$ cat src/design/smf_pkg.sv
// ----------------------------------------------------------------------------
// smf_pkg: shared constants and types of the sliding window median filter
// The window depth, sample width and the word that each cell shows to its
// neighbors are defined here.
// ----------------------------------------------------------------------------
package smf_pkg;

  localparam int WINDOW       = 16;
  localparam int SAMPLE_WIDTH = 16;
  localparam int DATA_W       = 16;
  localparam int EXT_W        = (SAMPLE_WIDTH > DATA_W) ? SAMPLE_WIDTH : DATA_W;
  localparam int IDX_W        = (WINDOW > 1) ? $clog2(WINDOW) : 1;
  localparam int CNT_W        = $clog2(WINDOW + 1);

  typedef logic [SAMPLE_WIDTH-1:0] sample_t;

  typedef struct packed {
    sample_t value;
    sample_t hist;
    logic    valid;
    logic    gt;
    logic    ge;
  } cell_t;

endpackage

$ cat src/design/smf_cell.sv
// ----------------------------------------------------------------------------
// smf_cell: one position of the sorted window
// Holds one sorted entry and one tap of the sample history. On each word it
// takes its new entry from itself, a neighbor or the incoming sample.
// ----------------------------------------------------------------------------
module smf_cell (
  input  logic             clk_i,
  input  logic             rst_ni,
  input  logic             en_i,
  input  logic             full_i,
  input  smf_pkg::sample_t x_i,
  input  smf_pkg::sample_t r_i,
  input  smf_pkg::cell_t   lo_i,
  input  smf_pkg::cell_t   hi_i,
  output smf_pkg::cell_t   cell_o
);

  smf_pkg::sample_t value_q, value_d;
  smf_pkg::sample_t hist_q;
  logic             valid_q;
  logic             gt, ge;
  logic             b_self, b_lo;
  smf_pkg::sample_t w_self, w_lo;

  // The entry being retired is the lowest copy of the oldest sample, so every
  // cell at or above it reads its list position from the cell above.
  assign gt = !valid_q || (value_q > x_i);
  assign ge = full_i && (value_q >= r_i);

  assign w_self = ge ? hi_i.value : value_q;
  assign b_self = ge ? hi_i.gt : gt;
  assign w_lo   = lo_i.ge ? value_q : lo_i.value;
  assign b_lo   = lo_i.ge ? gt : lo_i.gt;

  always_comb begin
    priority if (!b_self) begin
      value_d = w_self;
    end else if (!b_lo) begin
      value_d = x_i;
    end else begin
      value_d = w_lo;
    end
  end

  always_ff @(posedge clk_i or negedge rst_ni) begin
    if (!rst_ni) begin
      valid_q <= 1'b0;
    end else if (en_i) begin
      valid_q <= valid_q | lo_i.valid;
    end
  end

  always_ff @(posedge clk_i) begin
    if (en_i) begin
      value_q <= value_d;
      hist_q  <= lo_i.hist;
    end
  end

  assign cell_o = '{value: value_q, hist: hist_q, valid: valid_q, gt: gt, ge: ge};

endmodule

$ cat src/design/smf_median.sv
// ----------------------------------------------------------------------------
// smf_median: median selection
// Picks the middle entry, or the floored mean of the two middle entries,
// from the sorted row according to the number of held samples.
// ----------------------------------------------------------------------------
module smf_median (
  input  smf_pkg::sample_t [smf_pkg::WINDOW-1:0] values_i,
  input  logic [smf_pkg::CNT_W-1:0]              count_i,
  output logic [smf_pkg::DATA_W-1:0]             median_o
);

  logic [smf_pkg::CNT_W-1:0]      mid, lo_full;
  logic [smf_pkg::IDX_W-1:0]      hi_idx, lo_idx;
  logic [smf_pkg::SAMPLE_WIDTH:0] sum;
  smf_pkg::sample_t               med;
  logic [smf_pkg::EXT_W-1:0]      med_ext;

  // With an odd count both indexes point at the middle entry.
  assign mid     = count_i >> 1;
  assign lo_full = mid - smf_pkg::CNT_W'(!count_i[0]);
  assign hi_idx  = mid[smf_pkg::IDX_W-1:0];
  assign lo_idx  = lo_full[smf_pkg::IDX_W-1:0];

  assign sum      = {1'b0, values_i[lo_idx]} + {1'b0, values_i[hi_idx]};
  assign med      = sum[smf_pkg::SAMPLE_WIDTH:1];
  assign med_ext  = smf_pkg::EXT_W'(med);
  assign median_o = med_ext[smf_pkg::DATA_W-1:0];

endmodule

$ cat src/design/sliding_window_median_filter_top.sv
// ----------------------------------------------------------------------------
// sliding_window_median_filter_top: streaming sliding window median filter
// A row of cells keeps the last WINDOW samples sorted and drops the oldest
// one as each new sample comes in; the median is taken from the middle.
//
//   Channel  Dir  Fields (lowest bit first)
//   s_axis   in   tdata: sample[15:0]
//   m_axis   out  tdata: median[15:0]; tuser: window_full
//
// Each sample is sorted into the cell row at the edge that accepts it, and
// its median is registered into the output word once m_axis has room for it.
// One sample per cycle is sustained while m_axis drains.
// Reset empties the window. A stalled output holds its word, and the input
// stalls only once a second computed median has no room.
// ----------------------------------------------------------------------------
module sliding_window_median_filter_top (
  input  logic        clk_i,
  input  logic        rst_ni,
  input  logic        s_axis_tvalid,
  output logic        s_axis_tready,
  input  logic [15:0] s_axis_tdata,   // sample[15:0]
  output logic        m_axis_tvalid,
  input  logic        m_axis_tready,
  output logic [15:0] m_axis_tdata,   // median[15:0]
  output logic        m_axis_tuser    // window_full
);

  localparam int W = smf_pkg::WINDOW;

  smf_pkg::cell_t                 cells [W];
  smf_pkg::sample_t [W-1:0]       values;
  logic [smf_pkg::EXT_W-1:0]      in_ext;
  smf_pkg::sample_t               x;
  logic                           full;
  logic                           accept, out_free, load;
  logic                           pend_q, m_valid_q, m_full_q;
  logic [smf_pkg::CNT_W-1:0]      cnt_q;
  logic [smf_pkg::DATA_W-1:0]     median, m_data_q;
  smf_pkg::cell_t                 edge_lo, edge_hi;

  assign in_ext = smf_pkg::EXT_W'(s_axis_tdata);
  assign x      = in_ext[smf_pkg::SAMPLE_WIDTH-1:0];
  assign full   = cells[W-1].valid;

  assign out_free      = !m_valid_q || m_axis_tready;
  assign load          = pend_q && out_free;
  assign s_axis_tready = !pend_q || out_free;
  assign accept        = s_axis_tvalid && s_axis_tready;

  assign edge_lo = '{value: '0, hist: x, valid: 1'b1, gt: 1'b0, ge: 1'b0};
  assign edge_hi = '{value: '0, hist: '0, valid: 1'b0, gt: 1'b1, ge: 1'b1};

  for (genvar i = 0; i < W; i++) begin : g_cell
    smf_cell u_cell (
      .clk_i  (clk_i),
      .rst_ni (rst_ni),
      .en_i   (accept),
      .full_i (full),
      .x_i    (x),
      .r_i    (cells[W-1].hist),
      .lo_i   ((i == 0) ? edge_lo : cells[(i == 0) ? 0 : i - 1]),
      .hi_i   ((i == W - 1) ? edge_hi : cells[(i == W - 1) ? i : i + 1]),
      .cell_o (cells[i])
    );
    assign values[i] = cells[i].value;
  end

  smf_median u_median (
    .values_i (values),
    .count_i  (cnt_q),
    .median_o (median)
  );

  always_ff @(posedge clk_i or negedge rst_ni) begin
    if (!rst_ni) begin
      pend_q    <= 1'b0;
      m_valid_q <= 1'b0;
      cnt_q     <= '0;
    end else begin
      if (accept) begin
        pend_q <= 1'b1;
      end else if (out_free) begin
        pend_q <= 1'b0;
      end
      if (load) begin
        m_valid_q <= 1'b1;
      end else if (m_axis_tready) begin
        m_valid_q <= 1'b0;
      end
      if (accept && (cnt_q != smf_pkg::CNT_W'(W))) begin
        cnt_q <= cnt_q + smf_pkg::CNT_W'(1);
      end
    end
  end

  always_ff @(posedge clk_i) begin
    if (load) begin
      m_data_q <= median;
      m_full_q <= (cnt_q == smf_pkg::CNT_W'(W));
    end
  end

  assign m_axis_tvalid = m_valid_q;
  assign m_axis_tdata  = m_data_q;
  assign m_axis_tuser  = m_full_q;

endmodule

$ cat config.mk
export PLATFORM = sky130hd
export DESIGN_NAME = sliding_window_median_filter_top
export DESIGN_NICKNAME = d
export VERILOG_FILES = /design/src/design/smf_pkg.sv /design/src/design/smf_cell.sv /design/src/design/smf_median.sv /design/src/design/sliding_window_median_filter_top.sv
export SDC_FILE = /design/constraint.sdc
export NUM_CORES = 2
export LEC_CHECK = 0
export CORE_ASPECT_RATIO = 1.25
export CORE_MARGIN = 2
export CORE_UTILIZATION = 29
export DETAILED_ROUTE_END_ITERATION = 10
export DONT_BUFFER_PORTS = 1
export GPL_TIMING_DRIVEN = 0
export REMOVE_ABC_BUFFERS = 1
export SLEW_MARGIN = 20
export SYNTH_ARGS = -nofsm -noshare
export SYNTH_HDL_FRONTEND = slang
export SYNTH_SLANG_ARGS = --single-unit
$ cat constraint.sdc
create_clock -name clk_i -period 19.3 [get_ports clk_i]
set_clock_uncertainty 0.15 [all_clocks]
set_input_delay 0.965 -clock clk_i [delete_from_list [all_inputs] [get_ports clk_i]]
set_output_delay 0.965 -clock clk_i [all_outputs]
set_load 0.01 [all_outputs]
-- After elaboration in Yosys (flattened, before gate mapping)
Index checks and enable logic that the tools add are counted.
- input bits: 20
- memories: 0
- bits in latches: 0
- output and inout bits: 19
- memory bits (writable): 0
- logic and storage cells: 238
- flip-flop bits (word level): 552
- memory bits (read-only): 0
- bitwise operators: 15
- order comparisons: 34
- $mul: 0
- reduce and logical (&&, ||, !) cells: 60
- $add $sub $neg: 3
- multiplexer cells: 71
- div/mod/pow operators: 0
- shift-type cells: 0
- equality and inequality tests: 2
- operators by type and width (operator ; number):
    $mux W16 ; 49
    $ge A16 B16 Y1 ; 16
    $gt A16 B16 Y1 ; 16
    $bmux W16 S4 ; 2
    $mux W1 ; 20
    $logic_and A1 B1 Y1 ; 19
    $logic_not A1 Y1 ; 19
    $logic_or A1 B1 Y1 ; 18
    $add A16 B16 Y17 ; 1
    $or A1 B1 Y1 ; 15
    $lt A4 B5 Y1 const B ; 2
    $reduce_bool A2 Y1 ; 3
    $add A5 B1 Y5 const B ; 1
    $eq A5 B5 Y1 const B ; 1
    $ne A5 B5 Y1 const B ; 1
    $sub A4 B1 Y4 ; 1
    $reduce_and A2 Y1 ; 1

-- Depth between registers and ports, before layout
- depth after elaboration: 5
- depth in mapped cells: 20
- depth with buffers taken out: 17

-- Modules after synthesis
A second synthesis with hierarchy kept.
- cells, all modules: 3534
- area total of the unflattened synthesis: 42039.1 um^2
- modules (own cells, without submodules) (module ; area an instance (um^2) ; cells an instance ; sequential area each (um^2) ; instances):
    smf_cell at g_cell[0].u_cell ... ; 2275.9 ; 191 ; 985.9 ; 15
    smf_median ; 4729.5 ; 427 ; 0.0 ; 1
    smf_cell at g_cell[1].u_cell ; 2269.7 ; 193 ; 985.9 ; 1
    sliding_window_median_filter_top ; 900.9 ; 49 ; 685.7 ; 1

-- Worst setup path after synthesis
OpenSTA, ideal clock, no wires.
- path type: input to register
- start: in m_axis_tready
- end: reg g_cell[14].u_cell.valid_q
- path slack: 3147 ps
- setup time: 125 ps
- arrival: 15878 ps
- buffers on the path: 1
- stages: 4
- cells stage by stage: nand3b_1 -> and2_0 -> clkbuf_1 -> a21o_1
- cells in the longest elaborated chain, start to end: 3
- ends and longest elaborated chain (what ; RTL line ; RTL):
    start: declaration ; sliding_window_median_filter_top.sv:23 ; input logic m_axis_tready,
    $logic_or A1 B1 Y1 ; sliding_window_median_filter_top.sv:45 ; assign out_free = !m_valid_q || m_axis_tready;
    $logic_or A1 B1 Y1 ; sliding_window_median_filter_top.sv:47 ; assign s_axis_tready = !pend_q || out_free;
    $logic_and A1 B1 Y1 ; sliding_window_median_filter_top.sv:48 ; assign accept = s_axis_tvalid && s_axis_tready;
    via accept ; sliding_window_median_filter_top.sv:35 ; logic accept, out_free, load;
    end signal: assignment ; smf_cell.sv:49 ; valid_q <= valid_q | lo_i.valid;
    end: declaration ; smf_cell.sv:20 ; logic valid_q;
The timed path passes the listed nets, and every way through them passes these cells.
A chain may end at the register's enable or synchronous reset.

-- Worst setup path after layout
- start: reg cnt_q[1] in the netlist's numbering
- end: reg m_data_q (netlist bit m_axis_tdata[15]) (data pin)
- cells in the longest elaborated chain, start to end: 4
- ends and longest elaborated chain (what ; RTL line ; RTL):
    start: declaration ; sliding_window_median_filter_top.sv:37 ; logic [smf_pkg::CNT_W-1:0] cnt_q;
    start signal: assignment ; sliding_window_median_filter_top.sv:91 ; cnt_q <= cnt_q + smf_pkg::CNT_W'(1);
    $sub A4 B1 Y4 ; smf_median.sv:20 ; assign lo_full = mid - smf_pkg::CNT_W'(!count_i[0]);
    $bmux W16 S4 ; smf_median.sv:24 ; assign sum = {1'b0, values_i[lo_idx]} + {1'b0, values_i[hi_idx]};
    $mux W16 (not written as such) ; smf_median.sv:24 ;
    $add A16 B16 Y17 * ; smf_median.sv:24 ;
    via median, one bit ; sliding_window_median_filter_top.sv:38 ; logic [smf_pkg::DATA_W-1:0] median, m_data_q;
    end signal: assignment ; sliding_window_median_filter_top.sv:98 ; m_data_q <= median;
    end: declaration ; sliding_window_median_filter_top.sv:38 ;
Mark *: on every way through the listed nets, which the timed path passes. The rest lies on a longest branch. The select of a mux whose other input is x is not followed.

==> metrics <==
initial core utilization=0.291; Clock Latency Late Sink=0.65 ns; drt total wl=152000 um; CP required=19.48 ns; register area share after synthesis=0.383; Layout fillers=14638; status=completed; Hold Violations, Final=0; IO Port Bufs=0; nets@finish=4144; Ys Warns=0; Yosys cell types=88; pre-CTS setup slack=12.54 ns; global route overflow=0; Crit Path Class=reg2reg; GPL Wtd Cong=0.948; Post-synth EDFFs=529; CTS root buffer=clkbuf_16; Final min period=6.84 ns; CP max FO=33; Chip Width=349 um; hold path depth=0; DR pass1 iterations=7; Fmax=146 MHz; total die area=151000 sq um; H-tree depth=3; startpoint types=flip-flop; Most Crowded Layer GR=met2; Area growth, synth to finish=12.2%; Setup violations, final=0; hold path start=g_cell[1].u_cell.hist_q[11]; # DRC=0; CP Buf/Inv Count=2; fraction of layout cells with a size suffix above 1=0.141; Num CTS Buffers=66; Avg WL per Cell=27.3 um; CP max-delay cell=ha_4; Clock Tree Buf Depth=3; Post-synth ARST share=0.0417; met3 usage=0.0339; Worst R2R Setup Slack=12.46 ns; Top FF cell, synth=edfxtp_1; Mapped Area=43000 sq um; CP max stage delay=0.83 ns; flops & latches, synth=552; CTS tree=built; Worst slew margin=0.165; critical path's top delay family=compound AO/OA/AOI/OAI gates; total track usage=0.196; Die Ht=435 um; CTS Sinks=552; crit share post-route=0.354; dpl hpwl=109000 um; reg2reg path depth=15; max-slew violation count=0; Tightest Pin Transition=1.25 ns; Crit Reg-Reg Endpoint=m_axis_tdata[15]; Vias/cell=6.11; met1 usage=0.231; r2r startpoint=cnt_q[1]; first-pass GRT wire length=223000 um; final critical-path setup slack=12.46 ns; Max Cap Violations=0; register clock-pin slew on the reported worst setup and hold paths=0.06 ns; largest net degree at the start of global routing=60; fin util=0.327; WHS Endpoint=g_cell[2].u_cell.hist_q[11]; met2 Resource Use GR=0.329; Post-Syn Area per Cell=11.6 sq um; antenna violations before repair=13; min-delay worst type=reg2reg; Critical Path AT=7.01 ns; total number of vias=34046; 1st-iter DRT viols=3826; Antenna Nets Post-Route=0; critical-path cell list=inv_2 > ha_4 > buf_16 > mux4_2 > mux4_2 > ha_1 > nor2b_1 > o21ai_0 > a21boi_0 > o21bai_1 > a21boi_0 > o2111ai_1 > nand3_1 > a31oi_1 > o21ai_0; Syn Inst Count=3700; core box area=148000 sq um; Crit. End Element=flip-flop; Ports=39; vias in the first global route=33548; num rows=158; unrepaired setup endpoints after global routing=no
-- repair_timing --
item / in CTS / in global routing
buffers inserted: 0 / 0
resized for setup: 0 / 0
setup endpoints to repair: 0 / 0
hold buffers: 2 / 0
endpoints found under the hold margin: 23 / 0
-- metal layers --
metal  vias to the layer above  share of wire
met5                         -        0.00047
met4                        10          0.070
met3                       482          0.084
met2                      1875           0.48
met1                     16939           0.37
li1                      14740              -
-- Yosys cell counts (8+ instances only) --
| library cell | number | area (sq um) |
|---|---|---|
| nor2b_1 | 53 | 332 |
| o31ai_1 | 36 | 270 |
| or3_1 | 34 | 213 |
| a21oi_1 | 160 | 801 |
| inv_1 | 102 | 383 |
| buf_2 | 43 | 215 |
| and3_1 | 38 | 238 |
| o21ai_1 | 9 | 45.0 |
| nand3_1 | 81 | 405 |
| o22ai_1 | 47 | 294 |
| nor3_1 | 66 | 330 |
| a211oi_1 | 64 | 480 |
| clkbuf_1 | 159 | 597 |
| a31o_2 | 23 | 201 |
| edfxtp_1 | 529 | 15900 |
| nor2_1 | 107 | 402 |
| xnor2_1 | 13 | 114 |
| and2_1 | 25 | 156 |
| a2111oi_2 | 12 | 180 |
| a21o_1 | 177 | 1330 |
| mux4_2 | 158 | 3560 |
| o311ai_0 | 31 | 272 |
| a22oi_1 | 51 | 383 |
| dfrtp_1 | 23 | 576 |
| o21ai_0 | 73 | 365 |
| o2111ai_1 | 11 | 96.3 |
| mux2_2 | 80 | 901 |
| or4_1 | 17 | 128 |
| nand3b_1 | 25 | 188 |
| buf_1 | 21 | 78.8 |
| a2111oi_0 | 22 | 193 |
| o21a_1 | 42 | 315 |
| mux2i_1 | 297 | 2970 |
| ha_1 | 530 | 6630 |
| nand4_1 | 73 | 457 |
| a31oi_1 | 51 | 319 |
| a41oi_1 | 17 | 149 |
| o22a_1 | 17 | 149 |
| o221ai_1 | 48 | 420 |
| nand2b_1 | 32 | 200 |
| nand2_1 | 174 | 653 |
| o211ai_1 | 25 | 188 |
| and4_1 | 8 | 70.1 |
-- flip-flops by register name (all words and copies together), names as in the netlist --
name,flops
g_cell.u_cell.hist_q,256
m_axis_tuser,1
cnt_q,5
g_cell.u_cell.valid_q,16
g_cell.u_cell.value_q,256
m_axis_tdata,16
m_axis_tvalid,1
pend_q,1
-- layout by cell type (no fill, tap or decap), types with 52 or more instances in the layout --
| cell type | instances |
|---|---|
| a211oi_1 | 64 |
| a21o_1 | 177 |
| a21oi_1 | 155 |
| clkbuf_16 | 67 |
| edfxtp_1 | 529 |
| ha_1 | 528 |
| inv_1 | 90 |
| mux2_2 | 80 |
| mux2i_1 | 289 |
| mux4_2 | 158 |
| nand2_1 | 174 |
| nand3_1 | 81 |
| nand4_1 | 73 |
| nor2_1 | 97 |
| nor2b_1 | 52 |
| nor3_1 | 65 |
| o21ai_0 | 73 |
-- how the worst max path moves through the flow --
stage                        from                to  slack [ns]  cells after the start
CTS                      cnt_q[1]  m_axis_tdata[15]       12.46                     15
detailed placement       cnt_q[1]  m_axis_tdata[15]       12.54                     15
floorplan           m_axis_tready          cnt_q[1]       -0.96                      4
finish                   cnt_q[1]  m_axis_tdata[15]       12.46                     15
global placement    m_axis_tready          cnt_q[1]      -10.82                      4
global route             cnt_q[1]  m_axis_tdata[15]       12.17                     15
-- through the flow --
| stage | hold WS [ns] | instance area [sq um] | cells | TNS, ns |
|---|---|---|---|---|
| after detailed placement | 0.255 | 46000 | 5443 | 0 |
| final | 0.262 | 48300 | 5569 | 0 |
| after CTS | 0.237 | 48300 | 5566 | 0 |
| after global routing | 0.240 | 48300 | 5567 | 0 |
| after global placement | 0.250 | 44500 | 5387 | -4632.03 |
| after floorplan | 0.250 | 42100 | 3467 | -9.84 |
-- cell families after synthesis --
family | count (synthesis) | synth area share
flip-flops | 552 | 0.383
adder cells (fa/ha/maj) | 531 | 0.155
AO/OA/AOI/OAI | 968 | 0.162
buffers and inverters | 337 | 0.0316
XOR/XNOR | 18 | 0.00384
AND/OR/NAND/NOR | 758 | 0.0919
multiplexers | 536 | 0.173
-- layout make-up --
class	instances	area [sq um]	area share
antenna	3	7.51	0.000155
sequential	552	16500	0.341
clock inverter	44	529	0.0110
timing repair buffer	58	1200	0.0248
tap	1920	2400	0.0498
inverter	104	390	0.00808
clock buffer	77	1720	0.0357
multi-input combinational	2811	25600	0.529
Power is not shown: default switching activity piles up to over one toggle a cycle in this logic, so the estimate is an artifact.
